### config.mk
export PLATFORM = sky130hd
export DESIGN_NAME = midi_track_event_parser_flat
export DESIGN_NICKNAME = d
export VERILOG_FILES = /design/src/rtl/core/mtep_pkg.sv /design/src/rtl/core/mtep_byte_if.sv /design/src/rtl/core/mtep_res_if.sv /design/src/rtl/core/mtep_parser.sv /design/src/rtl/core/mtep_skid.sv /design/src/rtl/core/midi_track_event_parser.sv /design/src/flat_wrapper.sv
export SDC_FILE = /design/constraint.sdc
export NUM_CORES = 1
export LEC_CHECK = 0
export BUFFER_PORTS_ARGS = -buffer_cell sky130_fd_sc_hd__buf_2
export CAP_MARGIN = 20
export CORE_MARGIN = 2
export CORE_UTILIZATION = 40
export CTS_BUF_LIST = sky130_fd_sc_hd__clkbuf_8 sky130_fd_sc_hd__clkbuf_16
export CTS_CLUSTER_DIAMETER = 30
export DETAILED_ROUTE_END_ITERATION = 8
export MAX_ROUTING_LAYER = met4
export SLEW_MARGIN = 20
export SYNTH_ARGS = -nofsm -noshare
export SYNTH_HDL_FRONTEND = slang
export SYNTH_SLANG_ARGS = --single-unit
### constraint.sdc
create_clock -name clk_i -period 10.8 [get_ports clk_i]
set_input_delay 0.54 -clock clk_i [delete_from_list [all_inputs] [get_ports clk_i]]
set_output_delay 0.54 -clock clk_i [all_outputs]
set_load 0.01 [all_outputs]
### src/rtl/core/mtep_pkg.sv
// Shared types, constants and the note-to-key table of the MIDI track event parser.
// No dependencies; every other file of the block imports this package.
`default_nettype none

package mtep_pkg;

  // field widths of the byte and result beats
  localparam int unsigned ByteW  = 8;
  localparam int unsigned KindW  = 3;
  localparam int unsigned DeltaW = 32;
  localparam int unsigned TempoW = 24;

  // result kinds
  typedef enum logic [KindW-1:0] {
    KIND_DELAY    = 3'd0,
    KIND_KEY_DOWN = 3'd1,
    KIND_KEY_UP   = 3'd2,
    KIND_PROGRAM  = 3'd3,
    KIND_TEMPO    = 3'd4,
    KIND_END      = 3'd5
  } kind_e;

  // status high nibbles that decode to a specific event
  localparam logic [3:0] HI_NOTE_OFF = 4'h8;
  localparam logic [3:0] HI_NOTE_ON  = 4'h9;
  localparam logic [3:0] HI_PROGRAM  = 4'hC;
  localparam logic [3:0] HI_CHAN_AT  = 4'hD;
  localparam logic [3:0] HI_SYSTEM   = 4'hF;

  localparam logic [ByteW-1:0] STATUS_META = 8'hFF;

  // meta event types with dedicated handling
  localparam logic [ByteW-1:0] META_END_TRACK = 8'h2F;
  localparam logic [ByteW-1:0] META_TEMPO     = 8'h51;
  localparam logic [ByteW-1:0] META_TIME_SIG  = 8'h58;
  localparam logic [ByteW-1:0] META_KEY_SIG   = 8'h59;

  localparam logic [ByteW-1:0] KEY_NONE = 8'h20;

  // one result beat
  typedef struct packed {
    kind_e             kind;
    logic [DeltaW-1:0] delta_ticks;
    logic [ByteW-1:0]  note_number;
    logic [ByteW-1:0]  key_code;
    logic [ByteW-1:0]  program_number;
    logic [TempoW-1:0] tempo_us;
  } res_t;

  // note number to keyboard letter, space when unmapped
  function automatic logic [ByteW-1:0] key_of(input logic [ByteW-1:0] note);
    logic [ByteW-1:0] k;
    case (note)
      8'h48:   k = "Q";
      8'h4a:   k = "W";
      8'h4c:   k = "E";
      8'h4d:   k = "R";
      8'h4f:   k = "T";
      8'h51:   k = "Y";
      8'h53:   k = "U";
      8'h3c:   k = "A";
      8'h3e:   k = "S";
      8'h40:   k = "D";
      8'h41:   k = "F";
      8'h43:   k = "G";
      8'h45:   k = "H";
      8'h47:   k = "J";
      8'h30:   k = "Z";
      8'h32:   k = "X";
      8'h34:   k = "C";
      8'h35:   k = "V";
      8'h37:   k = "B";
      8'h39:   k = "N";
      8'h3b:   k = "M";
      default: k = KEY_NONE;
    endcase
    return k;
  endfunction

endpackage

`default_nettype wire

### src/rtl/core/mtep_byte_if.sv
// Input channel of the MIDI track event parser: one track byte per beat.
// Depends on mtep_pkg for the byte width.
`default_nettype none

interface mtep_byte_if import mtep_pkg::*; ();
  logic             valid;
  logic             ready;
  logic [ByteW-1:0] data_byte;
  logic             track_start;

  modport source (output valid, output data_byte, output track_start, input ready);
  modport sink   (input valid, input data_byte, input track_start, output ready);
endinterface

`default_nettype wire

### src/rtl/core/mtep_res_if.sv
// Output channel of the MIDI track event parser: one decoded event per beat.
// Depends on mtep_pkg for the field widths.
`default_nettype none

interface mtep_res_if import mtep_pkg::*; ();
  logic              valid;
  logic              ready;
  logic [KindW-1:0]  kind;
  logic [DeltaW-1:0] delta_ticks;
  logic [ByteW-1:0]  note_number;
  logic [ByteW-1:0]  key_code;
  logic [ByteW-1:0]  program_number;
  logic [TempoW-1:0] tempo_us;

  modport source (output valid, output kind, output delta_ticks, output note_number,
                  output key_code, output program_number, output tempo_us,
                  input ready);
  modport sink   (input valid, input kind, input delta_ticks, input note_number,
                  input key_code, input program_number, input tempo_us,
                  output ready);
endinterface

`default_nettype wire

### src/rtl/core/mtep_parser.sv
// Byte-level parse state machine: updates the parser state on each accepted byte
// and presents the result that byte causes. Depends on mtep_pkg.
`default_nettype none

module mtep_parser import mtep_pkg::*; (
  input  wire logic             clk_i,
  input  wire logic             rst_ni,
  input  wire logic             accept_i,
  input  wire logic [ByteW-1:0] data_byte_i,
  input  wire logic             track_start_i,
  output logic                  res_valid_o,
  output res_t                  res_o
);

  typedef enum logic [3:0] {
    PH_LEN   = 4'd0,
    PH_DELTA = 4'd1,
    PH_VLQ   = 4'd2,
    PH_KEY   = 4'd3,
    PH_PROG  = 4'd4,
    PH_MTYPE = 4'd5,
    PH_MLEN  = 4'd6,
    PH_TEMPO = 4'd7,
    PH_SKIP  = 4'd8,
    PH_DONE  = 4'd9
  } phase_e;

  phase_e            phase_q, phase_d;
  logic              lwd_q, lwd_d;
  logic [ByteW-1:0]  skip_q, skip_d;
  logic [DeltaW-1:0] delta_q, delta_d;
  logic [TempoW-1:0] tempo_q, tempo_d;
  logic [ByteW-1:0]  meta_q, meta_d;
  logic [3:0]        hi_q, hi_d;

  logic [ByteW-1:0]  skip_dec;
  logic              skip_req;
  logic [ByteW-1:0]  skip_n;
  logic              vlq_req;
  logic [DeltaW-1:0] vlq_base;
  logic [DeltaW-1:0] vlq_acc;
  logic [3:0]        hi;

  assign hi       = data_byte_i[7:4];
  assign skip_dec = (skip_q != '0) ? skip_q - 8'd1 : '0;
  // a new delta starts from zero, a continued one from the accumulator
  assign vlq_base = (phase_q == PH_VLQ) ? delta_q : '0;
  // seven more bits of a delta; the shift drops the top bits
  assign vlq_acc  = {vlq_base[DeltaW-8:0], data_byte_i[6:0]};

  // next state and result for the current byte
  always_comb begin
    phase_d     = phase_q;
    lwd_d       = lwd_q;
    skip_d      = skip_q;
    delta_d     = delta_q;
    tempo_d     = tempo_q;
    meta_d      = meta_q;
    hi_d        = hi_q;
    res_valid_o = 1'b0;
    res_o       = '0;
    skip_req    = 1'b0;
    skip_n      = '0;
    vlq_req     = 1'b0;

    if (accept_i) begin
      if (track_start_i) begin
        phase_d = PH_LEN;
        lwd_d   = 1'b0;
        skip_d  = 8'd3;
        delta_d = '0;
        tempo_d = '0;
        meta_d  = '0;
        hi_d    = '0;
      end else begin
        unique case (phase_q)
          PH_LEN: begin
            skip_d = skip_dec;
            if (skip_dec == '0) begin
              phase_d = PH_DELTA;
              lwd_d   = 1'b0;
            end
          end
          PH_DELTA: begin
            if (!lwd_q || !data_byte_i[7]) begin
              vlq_req = 1'b1;
            end else begin
              hi_d = hi;
              case (hi)
                HI_NOTE_OFF, HI_NOTE_ON: phase_d = PH_KEY;
                HI_PROGRAM:              phase_d = PH_PROG;
                HI_CHAN_AT: begin
                  skip_req = 1'b1;
                  skip_n   = 8'd1;
                end
                HI_SYSTEM: begin
                  if (data_byte_i == STATUS_META) begin
                    phase_d = PH_MTYPE;
                  end else begin
                    skip_req = 1'b1;
                    skip_n   = 8'd2;
                  end
                end
                default: begin
                  skip_req = 1'b1;
                  skip_n   = 8'd2;
                end
              endcase
            end
          end
          PH_VLQ: begin
            vlq_req = 1'b1;
          end
          PH_KEY: begin
            skip_req          = 1'b1;
            skip_n            = 8'd1;
            res_valid_o       = 1'b1;
            res_o.kind        = (hi_q == HI_NOTE_ON) ? KIND_KEY_DOWN : KIND_KEY_UP;
            res_o.note_number = data_byte_i;
            res_o.key_code    = key_of(data_byte_i);
          end
          PH_PROG: begin
            lwd_d                = 1'b0;
            phase_d              = PH_DELTA;
            res_valid_o          = 1'b1;
            res_o.kind           = KIND_PROGRAM;
            res_o.program_number = data_byte_i;
          end
          PH_MTYPE: begin
            meta_d  = data_byte_i;
            phase_d = PH_MLEN;
          end
          PH_MLEN: begin
            case (meta_q)
              META_END_TRACK: begin
                phase_d     = PH_DONE;
                lwd_d       = 1'b0;
                res_valid_o = 1'b1;
                res_o.kind  = KIND_END;
              end
              META_TEMPO: begin
                tempo_d = '0;
                skip_d  = 8'd3;
                phase_d = PH_TEMPO;
                lwd_d   = 1'b0;
              end
              META_TIME_SIG: begin
                skip_req = 1'b1;
                skip_n   = 8'd4;
              end
              META_KEY_SIG: begin
                skip_req = 1'b1;
                skip_n   = 8'd2;
              end
              default: begin
                skip_req = 1'b1;
                skip_n   = data_byte_i;
              end
            endcase
          end
          PH_TEMPO: begin
            tempo_d = {tempo_q[TempoW-9:0], data_byte_i};
            skip_d  = skip_dec;
            if (skip_dec == '0) begin
              phase_d        = PH_DELTA;
              res_valid_o    = 1'b1;
              res_o.kind     = KIND_TEMPO;
              res_o.tempo_us = {tempo_q[TempoW-9:0], data_byte_i};
            end
          end
          PH_SKIP: begin
            skip_d = skip_dec;
            if (skip_dec == '0) phase_d = PH_DELTA;
          end
          PH_DONE: begin
            phase_d = PH_DONE;
          end
          default: begin
            phase_d = PH_DONE;
          end
        endcase

        // delta byte: accumulate, and finish on a clear top bit
        if (vlq_req) begin
          delta_d = vlq_acc;
          if (data_byte_i[7]) begin
            phase_d = PH_VLQ;
          end else begin
            phase_d           = PH_DELTA;
            lwd_d             = 1'b1;
            res_valid_o       = 1'b1;
            res_o.kind        = KIND_DELAY;
            res_o.delta_ticks = vlq_acc;
          end
        end

        // enter a byte skip, or go straight back to deltas when it is empty
        if (skip_req) begin
          lwd_d = 1'b0;
          if (skip_n == '0) begin
            phase_d = PH_DELTA;
          end else begin
            skip_d  = skip_n;
            phase_d = PH_SKIP;
          end
        end
      end
    end
  end

  // parse state
  always_ff @(posedge clk_i or negedge rst_ni) begin
    if (!rst_ni) begin
      phase_q <= PH_LEN;
      lwd_q   <= 1'b0;
      skip_q  <= 8'd4;
      delta_q <= '0;
      tempo_q <= '0;
      meta_q  <= '0;
      hi_q    <= '0;
    end else begin
      phase_q <= phase_d;
      lwd_q   <= lwd_d;
      skip_q  <= skip_d;
      delta_q <= delta_d;
      tempo_q <= tempo_d;
      meta_q  <= meta_d;
      hi_q    <= hi_d;
    end
  end

endmodule

`default_nettype wire

### src/rtl/core/mtep_skid.sv
// Result register with a skid stage, so the parser keeps taking bytes while a
// result waits at the output. Depends on mtep_pkg for the result type.
`default_nettype none

module mtep_skid import mtep_pkg::*; (
  input  wire logic clk_i,
  input  wire logic rst_ni,
  input  wire logic in_valid_i,
  input  wire res_t in_data_i,
  output logic      in_ready_o,
  output logic      out_valid_o,
  output res_t      out_data_o,
  input  wire logic out_ready_i
);

  logic out_vld_q;
  logic skd_vld_q;
  res_t out_q;
  res_t skd_q;

  // room as long as the skid stage is empty
  assign in_ready_o  = !skd_vld_q;
  assign out_valid_o = out_vld_q;
  assign out_data_o  = out_q;

  // control
  always_ff @(posedge clk_i or negedge rst_ni) begin
    if (!rst_ni) begin
      out_vld_q <= 1'b0;
      skd_vld_q <= 1'b0;
    end else if (!out_vld_q || out_ready_i) begin
      if (skd_vld_q) begin
        out_vld_q <= 1'b1;
        skd_vld_q <= 1'b0;
      end else begin
        out_vld_q <= in_valid_i;
      end
    end else if (in_valid_i) begin
      skd_vld_q <= 1'b1;
    end
  end

  // payload
  always_ff @(posedge clk_i) begin
    if (!out_vld_q || out_ready_i) begin
      out_q <= skd_vld_q ? skd_q : in_data_i;
    end else if (in_valid_i && !skd_vld_q) begin
      skd_q <= in_data_i;
    end
  end

endmodule

`default_nettype wire

### src/rtl/core/midi_track_event_parser.sv
// MIDI track event parser, top level.
// Depends on mtep_pkg, mtep_byte_if, mtep_res_if, mtep_parser and mtep_skid.
//
// Usage: byte_i carries the raw bytes of a track chunk, one per beat. Raise
// track_start on the first of the four chunk length bytes; those are skipped
// and the body is decoded from the fifth byte on, without running status.
// result_o carries decoded events: delays, key down/up with note and key
// letter, program changes, tempo changes and end of track. Bytes after end of
// track are dropped until the next track_start.
// Throughput: one byte per cycle while byte_i.ready is high. The state update
// for a byte is a single pass through the parse state machine, and a byte
// yields at most one event. Output: the event that a byte completes is
// registered in the result register, via the skid entry if that register stalls.
// Stall: a result register plus one skid entry buffer events; byte_i.ready
// drops only while both are full, and nothing is lost or repeated.
// Reset: asynchronous, active low. The parser restarts in the length-skip
// phase with four bytes to skip, and both result entries are emptied.
`default_nettype none

module midi_track_event_parser import mtep_pkg::*; (
  input  wire logic clk_i,
  input  wire logic rst_ni,
  mtep_byte_if.sink  byte_i,
  mtep_res_if.source result_o
);

  logic accept;
  logic res_valid;
  res_t res;
  res_t out_data;

  assign accept = byte_i.valid && byte_i.ready;

  // byte-level state machine
  mtep_parser u_parser (
    .clk_i         (clk_i),
    .rst_ni        (rst_ni),
    .accept_i      (accept),
    .data_byte_i   (byte_i.data_byte),
    .track_start_i (byte_i.track_start),
    .res_valid_o   (res_valid),
    .res_o         (res)
  );

  // result buffering toward the receiver
  mtep_skid u_skid (
    .clk_i       (clk_i),
    .rst_ni      (rst_ni),
    .in_valid_i  (res_valid),
    .in_data_i   (res),
    .in_ready_o  (byte_i.ready),
    .out_valid_o (result_o.valid),
    .out_data_o  (out_data),
    .out_ready_i (result_o.ready)
  );

  // result beat fields
  assign result_o.kind           = out_data.kind;
  assign result_o.delta_ticks    = out_data.delta_ticks;
  assign result_o.note_number    = out_data.note_number;
  assign result_o.key_code       = out_data.key_code;
  assign result_o.program_number = out_data.program_number;
  assign result_o.tempo_us       = out_data.tempo_us;

endmodule

`default_nettype wire
### src/flat_wrapper.sv
// flat-port wrapper written by rule: the top's interface ports become plain ports
module midi_track_event_parser_flat import mtep_pkg::*;
  (clk_i, rst_ni, byte_i_valid, byte_i_data_byte, byte_i_track_start, byte_i_ready, result_o_valid, result_o_kind, result_o_delta_ticks, result_o_note_number, result_o_key_code, result_o_program_number, result_o_tempo_us, result_o_ready);
  mtep_byte_if byte_i_i ();
  mtep_res_if result_o_i ();
  input  wire logic clk_i;
  input  wire logic rst_ni;
  input wire logic [$bits(byte_i_i.valid)-1:0] byte_i_valid;
  input wire logic [$bits(byte_i_i.data_byte)-1:0] byte_i_data_byte;
  input wire logic [$bits(byte_i_i.track_start)-1:0] byte_i_track_start;
  output wire logic [$bits(byte_i_i.ready)-1:0] byte_i_ready;
  output wire logic [$bits(result_o_i.valid)-1:0] result_o_valid;
  output wire logic [$bits(result_o_i.kind)-1:0] result_o_kind;
  output wire logic [$bits(result_o_i.delta_ticks)-1:0] result_o_delta_ticks;
  output wire logic [$bits(result_o_i.note_number)-1:0] result_o_note_number;
  output wire logic [$bits(result_o_i.key_code)-1:0] result_o_key_code;
  output wire logic [$bits(result_o_i.program_number)-1:0] result_o_program_number;
  output wire logic [$bits(result_o_i.tempo_us)-1:0] result_o_tempo_us;
  input wire logic [$bits(result_o_i.ready)-1:0] result_o_ready;
  assign byte_i_i.valid = byte_i_valid;
  assign byte_i_i.data_byte = byte_i_data_byte;
  assign byte_i_i.track_start = byte_i_track_start;
  assign byte_i_ready = byte_i_i.ready;
  assign result_o_valid = result_o_i.valid;
  assign result_o_kind = result_o_i.kind;
  assign result_o_delta_ticks = result_o_i.delta_ticks;
  assign result_o_note_number = result_o_i.note_number;
  assign result_o_key_code = result_o_i.key_code;
  assign result_o_program_number = result_o_i.program_number;
  assign result_o_tempo_us = result_o_i.tempo_us;
  assign result_o_i.ready = result_o_ready;
  midi_track_event_parser u_core (.clk_i(clk_i), .rst_ni(rst_ni), .byte_i(byte_i_i), .result_o(result_o_i));
endmodule
; Yosys cells after proc, flatten, opt, wreduce, memory -nomap -nowiden
; Cells that the tools add are included.
; Widths: inputs -> output; s select.
[word_totals]
register_bits = 234
word_cells = 177
[op_classes]
addsub = 1
n_eq_ne = 48
muxes = 77
bitwise = 1
reduce_logical = 29
[op_table]
columns = op, count
row1 = $mux 83, 3
row2 = $pmux 7 s21, 1
row3 = $eq 8x7->1 const B, 15
row4 = $eq 8x6->1 const B, 10
row5 = $mux 8, 10
row6 = $mux 25, 3
row7 = $mux 35, 2
row8 = $mux 16, 3
row9 = $mux 24, 2
row10 = $pmux 8 s3, 2
row11 = $mux 4, 10
row12 = $pmux 16 s2, 1
row13 = $eq 4x4->1 const B, 7
row14 = $pmux 4 s6, 1
row15 = $mux 1, 23
row16 = $eq 4x3->1 const B, 4
row17 = $logic_not 8->1, 2
row18 = $pmux 8 s2, 1
row19 = $ne 6x6->1 const B, 2
row20 = $pmux 3 s4, 1
row21 = $pmux 4 s3, 1
row22 = $pmux 1 s3, 3
row23 = $eq 4x2->1 const B, 2
row24 = $eq 8x8->1 const B, 1
row25 = other kinds (26), 46

; Logic depth before layout (Yosys ltp)
[depth]
word_depth = 11
mapped_depth = 9
mapped_depth_nobuf = 7

; Hierarchy
; Synthesis repeated with hierarchy kept, for this count alone.
[hier_totals]
cells_unflattened = 835
hier_area_um2 = 10945.5
[modules_own_cells]
columns = module, instances, cells_per_inst, area_each_um2
row1 = mtep_skid, 1, 267, 6224.7
row2 = mtep_parser, 1, 567, 4714.5
row3 = midi_track_event_parser, 1, 1, 6.3

; Worst setup path after synthesis
; No wires, ideal clock.
[synth_timing]
path_type = input-to-reg
from = input result_o_ready
to = register u_core.u_skid.skd_q[0] in the netlist's numbering, enable pin
setup_time_ns = 0.623
arrival_time_ns = 8.447
required_time_ns = 10.177
setup_slack_ns = 1.730
path_stages = 2
n_path_buf = 0
path_cell_list = nand2b_1 -> nor3_1
[synth_via]
elab_chain_cells = 3
[synth_rtl]
columns = item, line
row1 = "start, declared", flat_wrapper.sv:19  ; input wire logic [$bits(result_o_i.ready)-1:0] result_o_ready;
row2 = $logic_or 1x1->1, mtep_skid.sv:45  ; if (!out_vld_q || out_ready_i) begin
row3 = $not 1->1 (no line), -
row4 = $reduce_and 2->1 (no line), -
row5 = "end signal, assigned", mtep_skid.sv:48  ; skd_q <= in_data_i;
row6 = "end, declared", mtep_skid.sv:19  ; res_t skd_q;
; Every way passes these cells.
; A chain may end at the register's enable or synchronous reset.

; Final worst setup path
[layout_timing]
from = register u_core.u_parser.skip_q[0]
to = register u_core.u_skid.skd_q[69] in the netlist's numbering, enable pin
[layout_via]
elab_chain_cells = 11
elab_cells_between_ends = 12
classes_between = 1 x add/sub / 7 x mux / 4 x reduce/logical
[layout_rtl]
columns = item, line
row1 = "start, declared", mtep_parser.sv:30  ; logic [ByteW-1:0] skip_q, skip_d;
row2 = "start signal, assigned", mtep_parser.sv:224  ; skip_q <= skip_d;
row3 = $sub 8x1->8 / $reduce_bool 8->1 (equally long branches), mtep_parser.sv:45  ; assign skip_dec = (skip_q != '0) ? skip_q - 8'd1 : '0;
row4 = $mux 8 (*), mtep_parser.sv:45
row5 = $logic_not 8->1 (*), mtep_parser.sv:164  ; if (skip_dec == '0) begin
row6 = $mux 1 (*), mtep_parser.sv:164
row7 = $pmux 1 s3 (*), mtep_parser.sv:76  ; unique case (phase_q)
row8 = $mux 1, mtep_parser.sv:186  ; if (data_byte_i[7]) begin
row9 = $mux 1 (*), mtep_parser.sv:184  ; if (vlq_req) begin
row10 = $mux 1 (*), mtep_parser.sv:67  ; if (track_start_i) begin
row11 = $mux 1 (*), mtep_parser.sv:66  ; if (accept_i) begin
row12 = $logic_and 1x1->1 (*), mtep_skid.sv:47  ; end else if (in_valid_i && !skd_vld_q) begin
row13 = $reduce_and 2->1 (no line) (*), -
; Mark *: on every way between the ends. The rest lies on a longest branch, timed or not.

==> metrics <==
clock share of power=0.424; Slew headroom=0.2778; TritonCTS clock tree=yes; worst skew pair latency=520 ps; Net Switching=839.6 µW; Seq/Total Area, Yosys=0.6252; drt drc=0; Worst Skew=23.81 ps; WP buf/inv=2; reg2reg start=u_core.u_parser.skip_q[0]$_DFFE_PN0P_; postcts setup bufs=0; Total Power=2.887 mW; Clk pin slew, worst setup/hold paths=50 ps; Iter 0 DRT Violations=654; drt first pass iters=5; Max Cap Violations=0; Fin. Hold Viols=0; cts bufs inserted=45; pre-CTS setup slack=7600 ps; Root Driver=clkbuf_16; Chip Height=166.8 µm; post-synthesis net count=915; Data arrival, critical path=3360 ps; All-Layer GR Usage=0.1926; Yosys cell types=75; Final WS setup=7579 ps; Die X-Extent=166.8 µm; worst hold slack=242.8 ps; antenna-violating nets left=0; Port Buffers=96; vias in the first global route=7,464; Gate power share=0.165; Ant. Diodes=0; fin. max-slew vios=0; syn avg cell area=11.78 µm²; Critical Path RT=10,940 ps; RSZ-0062 raised after global routing=no; Critical Path Sink Type=flop; worst hold path type=input pin to asynchronous set/reset pin; outcome=finished clean; P_int=2.047 mW; worst-path fanout max=58; Worst R2R Setup Slack=7580 ps; clk sinks=232; synthesized instance count=900; CTS resizes=0; asr flop ratio synth=0.2931; CP Class=flop to flop; peak supply drop=142.1 µV; Die Area=27,820 µm²; core area=26,060 µm²; Power Density=227.2 nW/µm²; Switching Fraction=0.2909; final net count=1,000; sequential power share=0.411; Levels on crit path=8; setup tns final=0 ps; CP Launch Type=flop; CP Cell Sequence=inv_1, ha_1, or4b_1, nor2_1, a2bb2oi_2, a31oi_1, nor3_2, buf_4; Synth-to-Final Area Change=19.83%; CP max stage cell=buf_4; routed length per instance=19.07 µm; vias=7,558; antenna violations before repair=0; Final period util=0.2982; worst reg2reg path depth=8; register bit total from synthesis=232; Initial Util=0.4068; grt total ovfl=0; crit-path max cell delay=650 ps; H-tree depth=2; post-cts hold buffer count=0; Mapped Area=10,600 µm²; first-pass GRT wire length=41.70 mm; row count=59; Post-synth top flop=edfxtp_1; family with the most delay on the worst path=simple AND/OR/NAND/NOR gates; Setup violations, final=0; actual slew at the worst max-slew pin=1083 ps; EDFF count, synth=164; FF-to-FF End=u_core.u_skid.skd_q[69]$_DFFE_PP_; largest net degree at the start of global routing=69; final WL=25.83 mm; DP Wirelength=15.52 mm; Pleak=5.540 nW; clk buf depth=3; fraction of layout cells with a size suffix above 1=0.1980; via density per instance=5.578; clock period minus worst slack=3221 ps; fmax=310.5 MHz; Yosys warning total=0; Fill cells=2,364; gpl congestion=0.8723; IO Count=98
==> worst max path at each step <==
stage | start | to
4_1_cts | u_core.u_parser.skip_q[0]$_DFFE_PN0P_ | u_core.u_skid.skd_q[73]$_DFFE_PP_
3_3_place_gp | u_core.u_parser.skip_q[0]$_DFFE_PN0P_ | u_core.u_skid.skd_q[73]$_DFFE_PP_
5_1_grt | u_core.u_parser.skip_q[0]$_DFFE_PN0P_ | u_core.u_skid.skd_q[69]$_DFFE_PP_
6_report | u_core.u_parser.skip_q[0]$_DFFE_PN0P_ | u_core.u_skid.skd_q[69]$_DFFE_PP_
2_1_floorplan | result_o_ready | u_core.u_skid.skd_q[0]$_DFFE_PP_
3_5_place_dp | u_core.u_parser.skip_q[0]$_DFFE_PN0P_ | u_core.u_skid.skd_q[75]$_DFFE_PP_
==> power groups by stage <==
| stage | registers [mW] | clock network [mW] | logic, mW |
|---|---|---|---|
| 2_1_floorplan | 1.20 | 0 | 0.291 |
| 3_3_place_gp | 1.20 | 0 | 0.469 |
| 3_5_place_dp | 1.20 | 0 | 0.475 |
| 4_1_cts | 1.19 | 1.25 | 0.478 |
| 5_1_grt | 1.20 | 1.29 | 0.527 |
| 6_report | 1.19 | 1.22 | 0.477 |
==> sequential cells by signal (all words and copies together), names as in the netlist <==
| register | flops |
|---|---|
| u_core.u_parser.meta_q | 8 |
| u_core.u_parser.skip_q | 8 |
| u_core.u_skid.skd_q | 82 |
| u_core.u_parser.hi_q | 4 |
| u_core.u_skid.out_data_o | 82 |
| u_core.u_parser.tempo_q | 16 |
| u_core.u_skid.skd_vld_q | 1 |
| u_core.u_parser.delta_q | 25 |
| u_core.u_parser.lwd_q | 1 |
| u_core.u_parser.phase_q | 4 |
| u_core.u_skid.out_valid_o | 1 |
==> kinds of logic (layout without fill, tap and decap cells) <==
kind of cell             after synthesis  in the layout  synth area share
XOR/XNOR                               3              3          0.002479
flip-flops                           232            232            0.6252
AND/OR/NAND/NOR                      297            297            0.1539
AO/OA/AOI/OAI                        280            280            0.1797
multiplexers                           6              6          0.005783
adder cells (fa/ha/maj)                2              2          0.002360
buffers and inverters                 79            199           0.03021
other                                  1              1         0.0003537
==> synthesized netlist by cell type (all sizes together) (7+ instances only) <==
| cell | count | area share |
|---|---|---|
| nor3 | 17 | 0.0090 |
| nand3 | 9 | 0.0042 |
| edfxtp | 164 | 0.46 |
| buf | 9 | 0.0052 |
| nand2b | 13 | 0.0077 |
| clkbuf | 58 | 0.021 |
| a22oi | 28 | 0.020 |
| o21ai | 95 | 0.045 |
| nor2 | 37 | 0.013 |
| o31ai | 7 | 0.0050 |
| o22ai | 8 | 0.0047 |
| nand2 | 90 | 0.032 |
| and2 | 69 | 0.041 |
| a22o | 24 | 0.020 |
| dfrtp | 67 | 0.16 |
| a21o | 55 | 0.039 |
| inv | 12 | 0.0042 |
| a21oi | 14 | 0.0066 |
==> cell type report <==
cell class                      instances  area [µm²]  share of cell area
Clock inverter                         35       202.7             0.01596
Sequential cell                       232        6629              0.5218
Timing Repair Buffer                  105       548.0             0.04314
Tap cell                              335       419.2             0.03300
Clock buffer                           47        1165             0.09170
Multi-Input combinational cell        589        3695              0.2909
Inverter                               12       45.04            0.003546
==> worst register-to-register path, stage by stage, from the launching register on <==
cell,delay (ps)
dfrtp_1,450
inv_1,150
ha_1,220
or4b_1,500
nor2_1,300
a2bb2oi_2,250
a31oi_1,120
nor3_2,140
buf_4,650
==> per-layer routing <==
| layer | vias to the layer above | share of wire | track usage |
|---|---|---|---|
| met4 | 0 | 0.022 | 0.05810 |
| met2 | 215 | 0.47 | 0.2973 |
| met5 | - | 0 | - |
| li1 | 3558 | - | - |
| met3 | 47 | 0.050 | 0.03113 |
| met1 | 3738 | 0.46 | 0.2638 |
==> through the flow <==
| step | std cells | utilization | instance area (µm²) |
|---|---|---|---|
| floorplan | 900 | - | 10600 |
| global placement | 1273 | 0.4344 | 11320 |
| detailed placement | 1273 | 0.4344 | 11320 |
| CTS | 1355 | 0.4869 | 12690 |
| global route | 1355 | 0.4875 | 12700 |
| finish | 1355 | 0.4875 | 12700 |
==> cell usage in the layout (no fill, tap or decap), types with 5 or more instances in the layout <==
cell	count
mux2i_1	5
a21o_1	55
nand3_1	9
a31oi_1	6
clkbuf_16	46
or2_2	6
nand2b_1	12
or3_1	6
o21ai_0	93
a22oi_1	27
and2_1	69
nor2_1	36
nor3_1	14
nand4_1	6
clkinv_4	6
dfrtp_1	66
o22ai_1	8
buf_4	9
a21oi_1	14
o31ai_1	6
clkinv_2	11
and3_1	5
edfxtp_1	164
nand2_1	90
inv_1	22
buf_2	96
a22o_1	24
No activity file was read; power rests on OpenSTA's default activity.
